<file path="src/hw/rtl/asw_pkg.sv">
package asw_pkg;

  localparam int NUM_ELEM  = 4;
  localparam int NUM_TERMS = 9;
  localparam int MOD_STEPS = 14;
  localparam int CORE_LAT  = NUM_TERMS + 2;
  localparam int PIPE_DEPTH = 2 * CORE_LAT + MOD_STEPS + 4;

  localparam logic [31:0] HPI_Q28    = 32'h1921FB54;
  localparam logic [31:0] QPI_Q28    = 32'h0C90FDAA;
  localparam logic [50:0] TWO_PI_Q48 = 51'h6487ED5110B46;
  localparam logic [16:0] FACTOR_Q32 = 17'd90016;
  localparam logic signed [30:0] ONE_Q28 = 31'sh10000000;

  typedef enum logic [2:0] {
    REG_CARRIER    = 3'd0,
    REG_POS_FIRST  = 3'd1,
    REG_POS_SECOND = 3'd2,
    REG_POS_THIRD  = 3'd3,
    REG_POS_FOURTH = 3'd4
  } reg_idx_t;

  // One Taylor term: divide by n! through a reciprocal multiply.
  typedef struct packed {
    logic [28:0] recip;
    logic [5:0]  shift;
    logic        to_sin;
    logic        sub;
  } coef_t;

  typedef struct packed {
    logic [27:0]        a;
    logic [27:0]        pw;
    logic signed [30:0] c;
    logic signed [30:0] s;
    logic               neg;
    logic [1:0]         quad;
  } core_t;

  typedef struct packed {
    logic [64:0] m;
    logic        neg;
  } mod_t;

  // The reciprocal is ceil(2^shift / n!) with shift = 28 + ceil(log2 n!),
  // which gives an exact floor for any 28-bit power.
  function automatic coef_t coef_of(input int idx);
    coef_t r;
    r = '{recip: 29'd0, shift: 6'd0, to_sin: 1'b1, sub: 1'b0};
    case (idx)
      1: r = '{recip: 29'd268435456, shift: 6'd29, to_sin: 1'b0, sub: 1'b1};
      2: r = '{recip: 29'd357913942, shift: 6'd31, to_sin: 1'b1, sub: 1'b1};
      3: r = '{recip: 29'd357913942, shift: 6'd33, to_sin: 1'b0, sub: 1'b0};
      4: r = '{recip: 29'd286331154, shift: 6'd35, to_sin: 1'b1, sub: 1'b0};
      5: r = '{recip: 29'd381774871, shift: 6'd38, to_sin: 1'b0, sub: 1'b1};
      6: r = '{recip: 29'd436314139, shift: 6'd41, to_sin: 1'b1, sub: 1'b1};
      7: r = '{recip: 29'd436314139, shift: 6'd44, to_sin: 1'b0, sub: 1'b0};
      8: r = '{recip: 29'd387834790, shift: 6'd47, to_sin: 1'b1, sub: 1'b0};
      default: r = '{recip: 29'd0, shift: 6'd0, to_sin: 1'b1, sub: 1'b0};
    endcase
    return r;
  endfunction

  function automatic logic [64:0] mod_div(input int step);
    return {14'd0, TWO_PI_Q48} << step;
  endfunction

  function automatic logic signed [15:0] to_q15(input logic signed [30:0] v);
    logic signed [31:0] t;
    logic signed [18:0] q;
    logic signed [15:0] r;
    t = 32'(v) + 32'sd4096;
    q = 19'(t >>> 13);
    if (q > 19'sd32767) begin
      r = 16'sh7FFF;
    end else if (q < -19'sd32768) begin
      r = 16'sh8000;
    end else begin
      r = q[15:0];
    end
    return r;
  endfunction

endpackage

</file>
<file path="src/hw/rtl/asw_mod_cell.sv">
module asw_mod_cell
  import asw_pkg::*;
(
  input  logic        clk,
  input  logic        en,
  input  logic [64:0] div,
  input  mod_t        din,
  output mod_t        dout
);

  always_ff @(posedge clk) begin
    if (en) begin
      dout.neg <= din.neg;
      dout.m   <= (din.m >= div) ? din.m - div : din.m;
    end
  end

endmodule

</file>
<file path="config.mk">
export PLATFORM = sky130hd
export DESIGN_NAME = asw_mod_cell
export DESIGN_NICKNAME = d
export VERILOG_FILES = /design/src/hw/rtl/asw_pkg.sv /design/src/hw/rtl/asw_mod_cell.sv
export SDC_FILE = /design/constraint.sdc
export NUM_CORES = 1
export LEC_CHECK = 0
export BUFFER_PORTS_ARGS = -buffer_cell sky130_fd_sc_hd__buf_4
export CORE_MARGIN = 3
export CORE_UTILIZATION = 59
export CTS_BUF_LIST = sky130_fd_sc_hd__clkbuf_2
export DETAILED_ROUTE_END_ITERATION = 8
export PLACE_DENSITY = 0.95
export SYNTH_ARGS = -nofsm -noshare
export SYNTH_HDL_FRONTEND = slang
export SYNTH_SLANG_ARGS = --single-unit
</file>
<file path="constraint.sdc">
create_clock -name clk -period 5.65 [get_ports clk]
set_input_delay 1.13 -clock clk [delete_from_list [all_inputs] [get_ports clk]]
set_output_delay 1.13 -clock clk [all_outputs]
set_load 0.02 [all_outputs]
</file>
==> impl_metrics.toml, run 1 <==
[logic_synthesis]
synth_top_area_cell = "edfxtp_1"
synth.area.top_cells = "edfxtp_1 (28%), ha_1 (12%), a21oi_1 (6.1%)"
synth_seq_area_share = 0.2828
syn_area_per_cell_um2 = 8.515
syn_inst = 823
synthFlopType = "edfxtp_1"
yosys_warnings = 0
ys_types = 68
ys_ff_latch = 66
synthArstFlopShare = 0
syn_area_um2 = 7008
synth_enable_flop_cells = 66
synth_commonest_cells = "inv_1 (86), a21oi_1 (85), edfxtp_1 (66)"
synthesis.nets = 1022
synth_top_area_share = 0.2828
yosysMostFrequentCell = "inv_1"

[place]
pre_cts_slack_ns = 0.8818
hpwl_um = 16240
dp.cells = 1137
port_buffers = 198
routabilityCongestion = 0.9947

[route]
via_count = 7083
first_pass_iters = 5
post_drt_wl_per_cell_um = 17.90
drt_iter0_drc = 738
via_per_inst = 6.138
postRouteWirelength_um = 20650
drc = 0
ant_nets = 0

[clock_tree]
cts_resized = 0
cts.clk_slew.worst_paths_ns = 0.23
numCtsBuffers = 9
cts_max_level = 3
clk_path_buf_depth = 2
cts_setup_buffers = 0
cts.sinks = 66
cts_tree = "built"
cts-root-buf = "clkbuf_2"
ctsHoldBuffers = 0

[sta]
worst_pin_slew_ns = 0.9167
setup_viol = 0
max_slew_margin = 0.3888
rsz0062_at_grt = "false"
drv_slew = 0
worst_slack_ns = 1.483
period_share = 0.7375
post-route-min-period_ns = 4.167
fmax_mhz = 240.0
hold_violations = 0
tns_ns = 0

[power]
p_leak_nw = 3.997
power_density_nw_per_um2 = 225.2
ir_drop_v = 0.0001492

[finish]
regMostFlops = "dout"
finalNonFillerCells = 1154
fillCellCount = 842
largest_reg_flops = 66
top_regs = "dout (66)"
nets = 1204
seq_area_um2 = 1982
syn_to_final_growth_pct = 24.37
multiInputGateArea_um2 = 4531
drive_gt1_frac = 0.2564

[floorplan]
dieArea_um2 = 13220
num_rows = 39
core_area_um2 = 11520
die_w_um = 115.0
io-pin-count = 199
die_y_um = 115.0
start_util = 0.6085

[worst_setup_path]
path_max_fanout = 16
worst-setup-path-type = "in -> reg"
crit_required_ns = 6.06
crit_path_end_kind = "flop"
start_kind = "input pin"
crit_arrival_ns = 4.57

[global_route]
antenna_found_initial = 0
grt_pass1_vias = 6762
overflow = 0
grtUsageTotal = 0.3073
grt_max_degree = 67
grt_pass1_wl_um = 32690

[outcome]
status = "complete, no violations"

[hold_path]
hp-class = "in -> reg"
hp-start = "din[0]"
whs_path_depth = 1
hold_end = "dout[0]"

[flow_run]
cap_violations = 0
-- area by class of cell --
type / instances / area share
inverter: 86 / 0.03704
clock buffer: 9 / 0.005168
antenna: 1 / 0.0002871
clock inverter: 7 / 0.01349
multi-input combinational: 639 / 0.5198
timing repair buffer: 203 / 0.1763
tap: 143 / 0.02053
sequential: 66 / 0.2274
-- metal layers --
metal  share of wire  track usage  routed length, µm  vias to the layer above
met1            0.40       0.3938               8172                     3206
met5               0            0                  0                        -
li1                -            -                  -                     3382
met4           0.031       0.1142                641                        0
met3            0.11      0.07053               2254                       65
met2            0.46       0.5073               9585                      430
-- where the power goes --
group          internal [mW]  switching [mW]
Combinational          0.401           0.507
Sequential             0.631          0.0228
Clock                  0.189           0.212
-- critical path, stage by stage --
cell and delay [ns]:
buf_4 0.11, ha_1 0.43, nand2_1 0.21, nor3_1 0.28, nand4_1 0.14, o21ai_2 0.21
o211ai_2 0.16, a211oi_2 0.29, o21ai_2 0.20, a211o_4 0.41, nand2_2 0.30, buf_4 0.32
mux2_2 0.36
-- metrics by stage --
step	hold WS, ns	util	total power, mW	area (µm²)
5_1_grt	0.6539	0.7566	2.067	8713
6_report	0.6917	0.7568	1.963	8716
3_3_place_gp	1.308	0.7425	1.538	8551
3_5_place_dp	1.309	0.7425	1.554	8551
2_1_floorplan	1.229	-	1.244	7008
4_1_cts	0.6983	0.7566	1.945	8713
-- worst max-delay path by stage --
stage / start / end / slack [ns] / cells past startpoint
global placement: din[21] / dout[10] / 0.95 / 13
CTS: din[21] / dout[4] / 1.52 / 13
floorplan: div[20] / dout[33] / 1.61 / 15
global route: din[21] / dout[6] / 1.26 / 13
detailed placement: din[21] / dout[9] / 0.88 / 13
finish: din[21] / dout[16] / 1.48 / 13
-- cell usage in the layout (no fill, tap or decap), types with 3 or more instances in the layout --
cell / n
nand3_1: 22
nor2_1: 51
o31ai_1: 7
inv_1: 86
bufinv_16: 3
o21ai_0: 46
a21o_1: 26
a21oi_1: 85
nor4_1: 6
nor3_1: 16
or2_2: 3
o21bai_1: 9
o21ai_1: 5
mux2_2: 27
mux2_1: 22
ha_1: 65
and2_1: 3
clkbuf_2: 9
and3_1: 7
a21boi_0: 5
xor2_1: 19
a31oi_1: 13
nor2b_1: 10
nand2_1: 63
edfxtp_1: 66
nand4_1: 23
o21a_1: 13
buf_4: 202
xnor2_1: 38
a211o_1: 4
o221ai_1: 3
o211ai_1: 4
-- logic make-up after synthesis --
kind of cell               Yosys count  share of synthesized area
adders and majority gates           66                     0.1189
and+or+nand+nor                    216                     0.1478
DFF                                 66                     0.2828
xor gates and xnor gates            57                    0.07124
buffers and inverters              118                    0.07070
AOI/OAI and AO/OA                  251                     0.2298
muxes                               49                    0.07874
(Power assumes the default switching activity.)
==> run 2, diff against run 1 <==
--- a/config.mk
+++ b/config.mk
@@ -7,10 +7,10 @@
 export LEC_CHECK = 0
 export BUFFER_PORTS_ARGS = -buffer_cell sky130_fd_sc_hd__buf_4
 export CORE_MARGIN = 3
-export CORE_UTILIZATION = 59
+export CORE_UTILIZATION = 50
 export CTS_BUF_LIST = sky130_fd_sc_hd__clkbuf_2
 export DETAILED_ROUTE_END_ITERATION = 8
-export PLACE_DENSITY = 0.95
+export PLACE_DENSITY = 0.87
 export SYNTH_ARGS = -nofsm -noshare
 export SYNTH_HDL_FRONTEND = slang
 export SYNTH_SLANG_ARGS = --single-unit
==> constraint.sdc (replaced) <==
create_clock -name clk -period 3.7 [get_ports clk]
set_input_delay 0.74 -clock clk [delete_from_list [all_inputs] [get_ports clk]]
set_output_delay 0.74 -clock clk [all_outputs]
set_load 0.02 [all_outputs]
==> run 2 against run 1 <==
Setup slack got worse by 1.3 ns. Utilization decreased by 5.2 points. Sequential power increased by 53%. Non-clock buffer count increased by 104. Critical path type unchanged. Largest power group unchanged.
==> impl_metrics.toml, run 2 (synthesis gave the netlist of run 1 again) <==
[finish]
nets = 1308
regMostFlops = "dout"
largest_reg_flops = 66
final_common_cell = "buf_4"
top_regs = "dout (66)"
fin_area_um2 = 9477
drive_gt1_frac = 0.3252
utilization = 0.7044
syn_to_final_growth_pct = 35.23
layout_common_cells = "buf_4 (304), inv_1 (86), a21oi_1 (84)"

[worst_setup_path]
crit_path_top_delay_cell = "fa_1"
cp_common_cell = "o21ai_0"
worst-setup-path-type = "in -> reg"
critPathMaxStageDelay_ns = 0.38
path_max_fanout = 3
crit_path_end_kind = "flop"
start_kind = "input pin"
path_cells = "buf_4, inv_1, ha_1, inv_1, fa_1, a21oi_1, o21ai_0, a21oi_2, o21ai_0, a31oi_1, o21ai_0, buf_4, a21oi_1, o21ai_0, xor2_1, mux2_1"
crit_required_ns = 4.06
crit_arrival_ns = 3.91

[route]
ant_nets = 0
drc = 0
post_drt_wl_per_cell_um = 17.15
via_per_inst = 5.770
via_count = 7443
postRouteWirelength_um = 22120
first_pass_iters = 5
drt_iter0_drc = 634

[sta]
rsz0062_at_grt = "false"
post-route-min-period_ns = 3.545
max_slew_margin = 0.3905
drv_slew = 0
hold_violations = 0
setup_viol = 0
worst_pin_slew_ns = 0.9143
period_share = 0.9580
fmax_mhz = 282.1

[clock_tree]
numCtsBuffers = 9
cts-root-buf = "clkbuf_2"
cts_tree = "built"
cts_setup_buffers = 0
cts.clk_slew.worst_paths_ns = 0.19
cts.sinks = 66
clk_path_buf_depth = 2
cts_max_level = 3

[global_route]
grt_max_degree = 67
grt_pass1_wl_um = 34930
overflow = 0
grt_pass1_vias = 7335
antenna_found_initial = 1
grtUsageTotal = 0.2730

[outcome]
status = "complete, no violations"

[floorplan]
die_w_um = 124.4
die_y_um = 124.4
dieArea_um2 = 15470
io-pin-count = 199
start_util = 0.5209
core_area_um2 = 13450
num_rows = 42

[place]
place_area_um2 = 9398
routabilityCongestion = 0.9640
hpwl_um = 17990
port_buffers = 198

[flow_run]
cap_violations = 0

[power]
ir_drop_v = 0.0001750
power_density_nw_per_um2 = 308.9
p_leak_nw = 4.476
power_mw = 2.928

[hold_path]
hold_end = "dout[0]"
hp-start = "din[0]"
hp-class = "in -> reg"
whs_path_depth = 1
[run 2: changes by cell type in the layout (fill, tap and decap cells not counted)]
cell	previous run	this run
a21oi_2	1	2
clkinv_4	1	0
clkinv_1	1	2
clkbuf_2	9	10
clkinv_2	0	3
buf_4	202	304
clkinvlp_4	2	0
bufinv_16	3	0
buf_12	1	3
a21oi_1	85	84
[run 2: worst max path at each step]
stage                 start       end
floorplan           div[20]  dout[33]
global placement     din[1]  dout[37]
detailed placement   din[1]  dout[37]
CTS                  din[1]  dout[37]
global route         din[1]  dout[37]
finish               din[1]  dout[37]
[run 2: stage by stage]
stage / cells / setup WS [ns] / hold slack, ns / TNS [ns]
5_1_grt: 1290 / 0.02380 / 0.2808 / 0
2_1_floorplan: 823 / 0.05374 / 0.8389 / 0
4_1_cts: 1289 / 0.1309 / 0.2963 / 0
3_5_place_dp: 1274 / -0.5104 / 0.9206 / -9.683
3_3_place_gp: 1274 / -0.4473 / 0.9179 / -6.325
6_report: 1290 / 0.1552 / 0.3198 / 0
[run 2: power breakdown]
part | switching, mW | internal [mW]
registers | 0.0371 | 0.964
clock network | 0.295 | 0.0800
logic | 0.811 | 0.741
[run 2: what timing repair did]
item / in CTS / in global routing
hold buffers: 0 / 0
resized for setup: 0 / 1
setup endpoints to repair: 0 / 3
[run 2: critical path, delay by kind of cell]
family	cells	cell delay, ns
buffers and inverters	4	0.41
multiplexers	1	0.31
AO/OA/AOI/OAI	8	1.68
adder cells (fa/ha/maj)	2	0.57
XOR/XNOR	1	0.18
[run 2: area by class of cell]
class	count	area, µm²
antenna	1	2.502
clock buffer	10	50.05
clock inverter	5	22.52
fill	1126	3976
inverter	86	322.8
multi-input combinational	639	4534
sequential	66	1982
tap	176	220.2
timing repair buffer	307	2342
[run 2: routing by layer]
| layer | share of wire | track usage | up-vias |
|---|---|---|---|
| met3 | 0.095 | 0.06261 | 34 |
| met2 | 0.47 | 0.4587 | 384 |
| met5 | 0 | 0 | - |
| met4 | 0.022 | 0.09349 | 0 |
| met1 | 0.42 | 0.3456 | 3443 |
| li1 | - | - | 3582 |
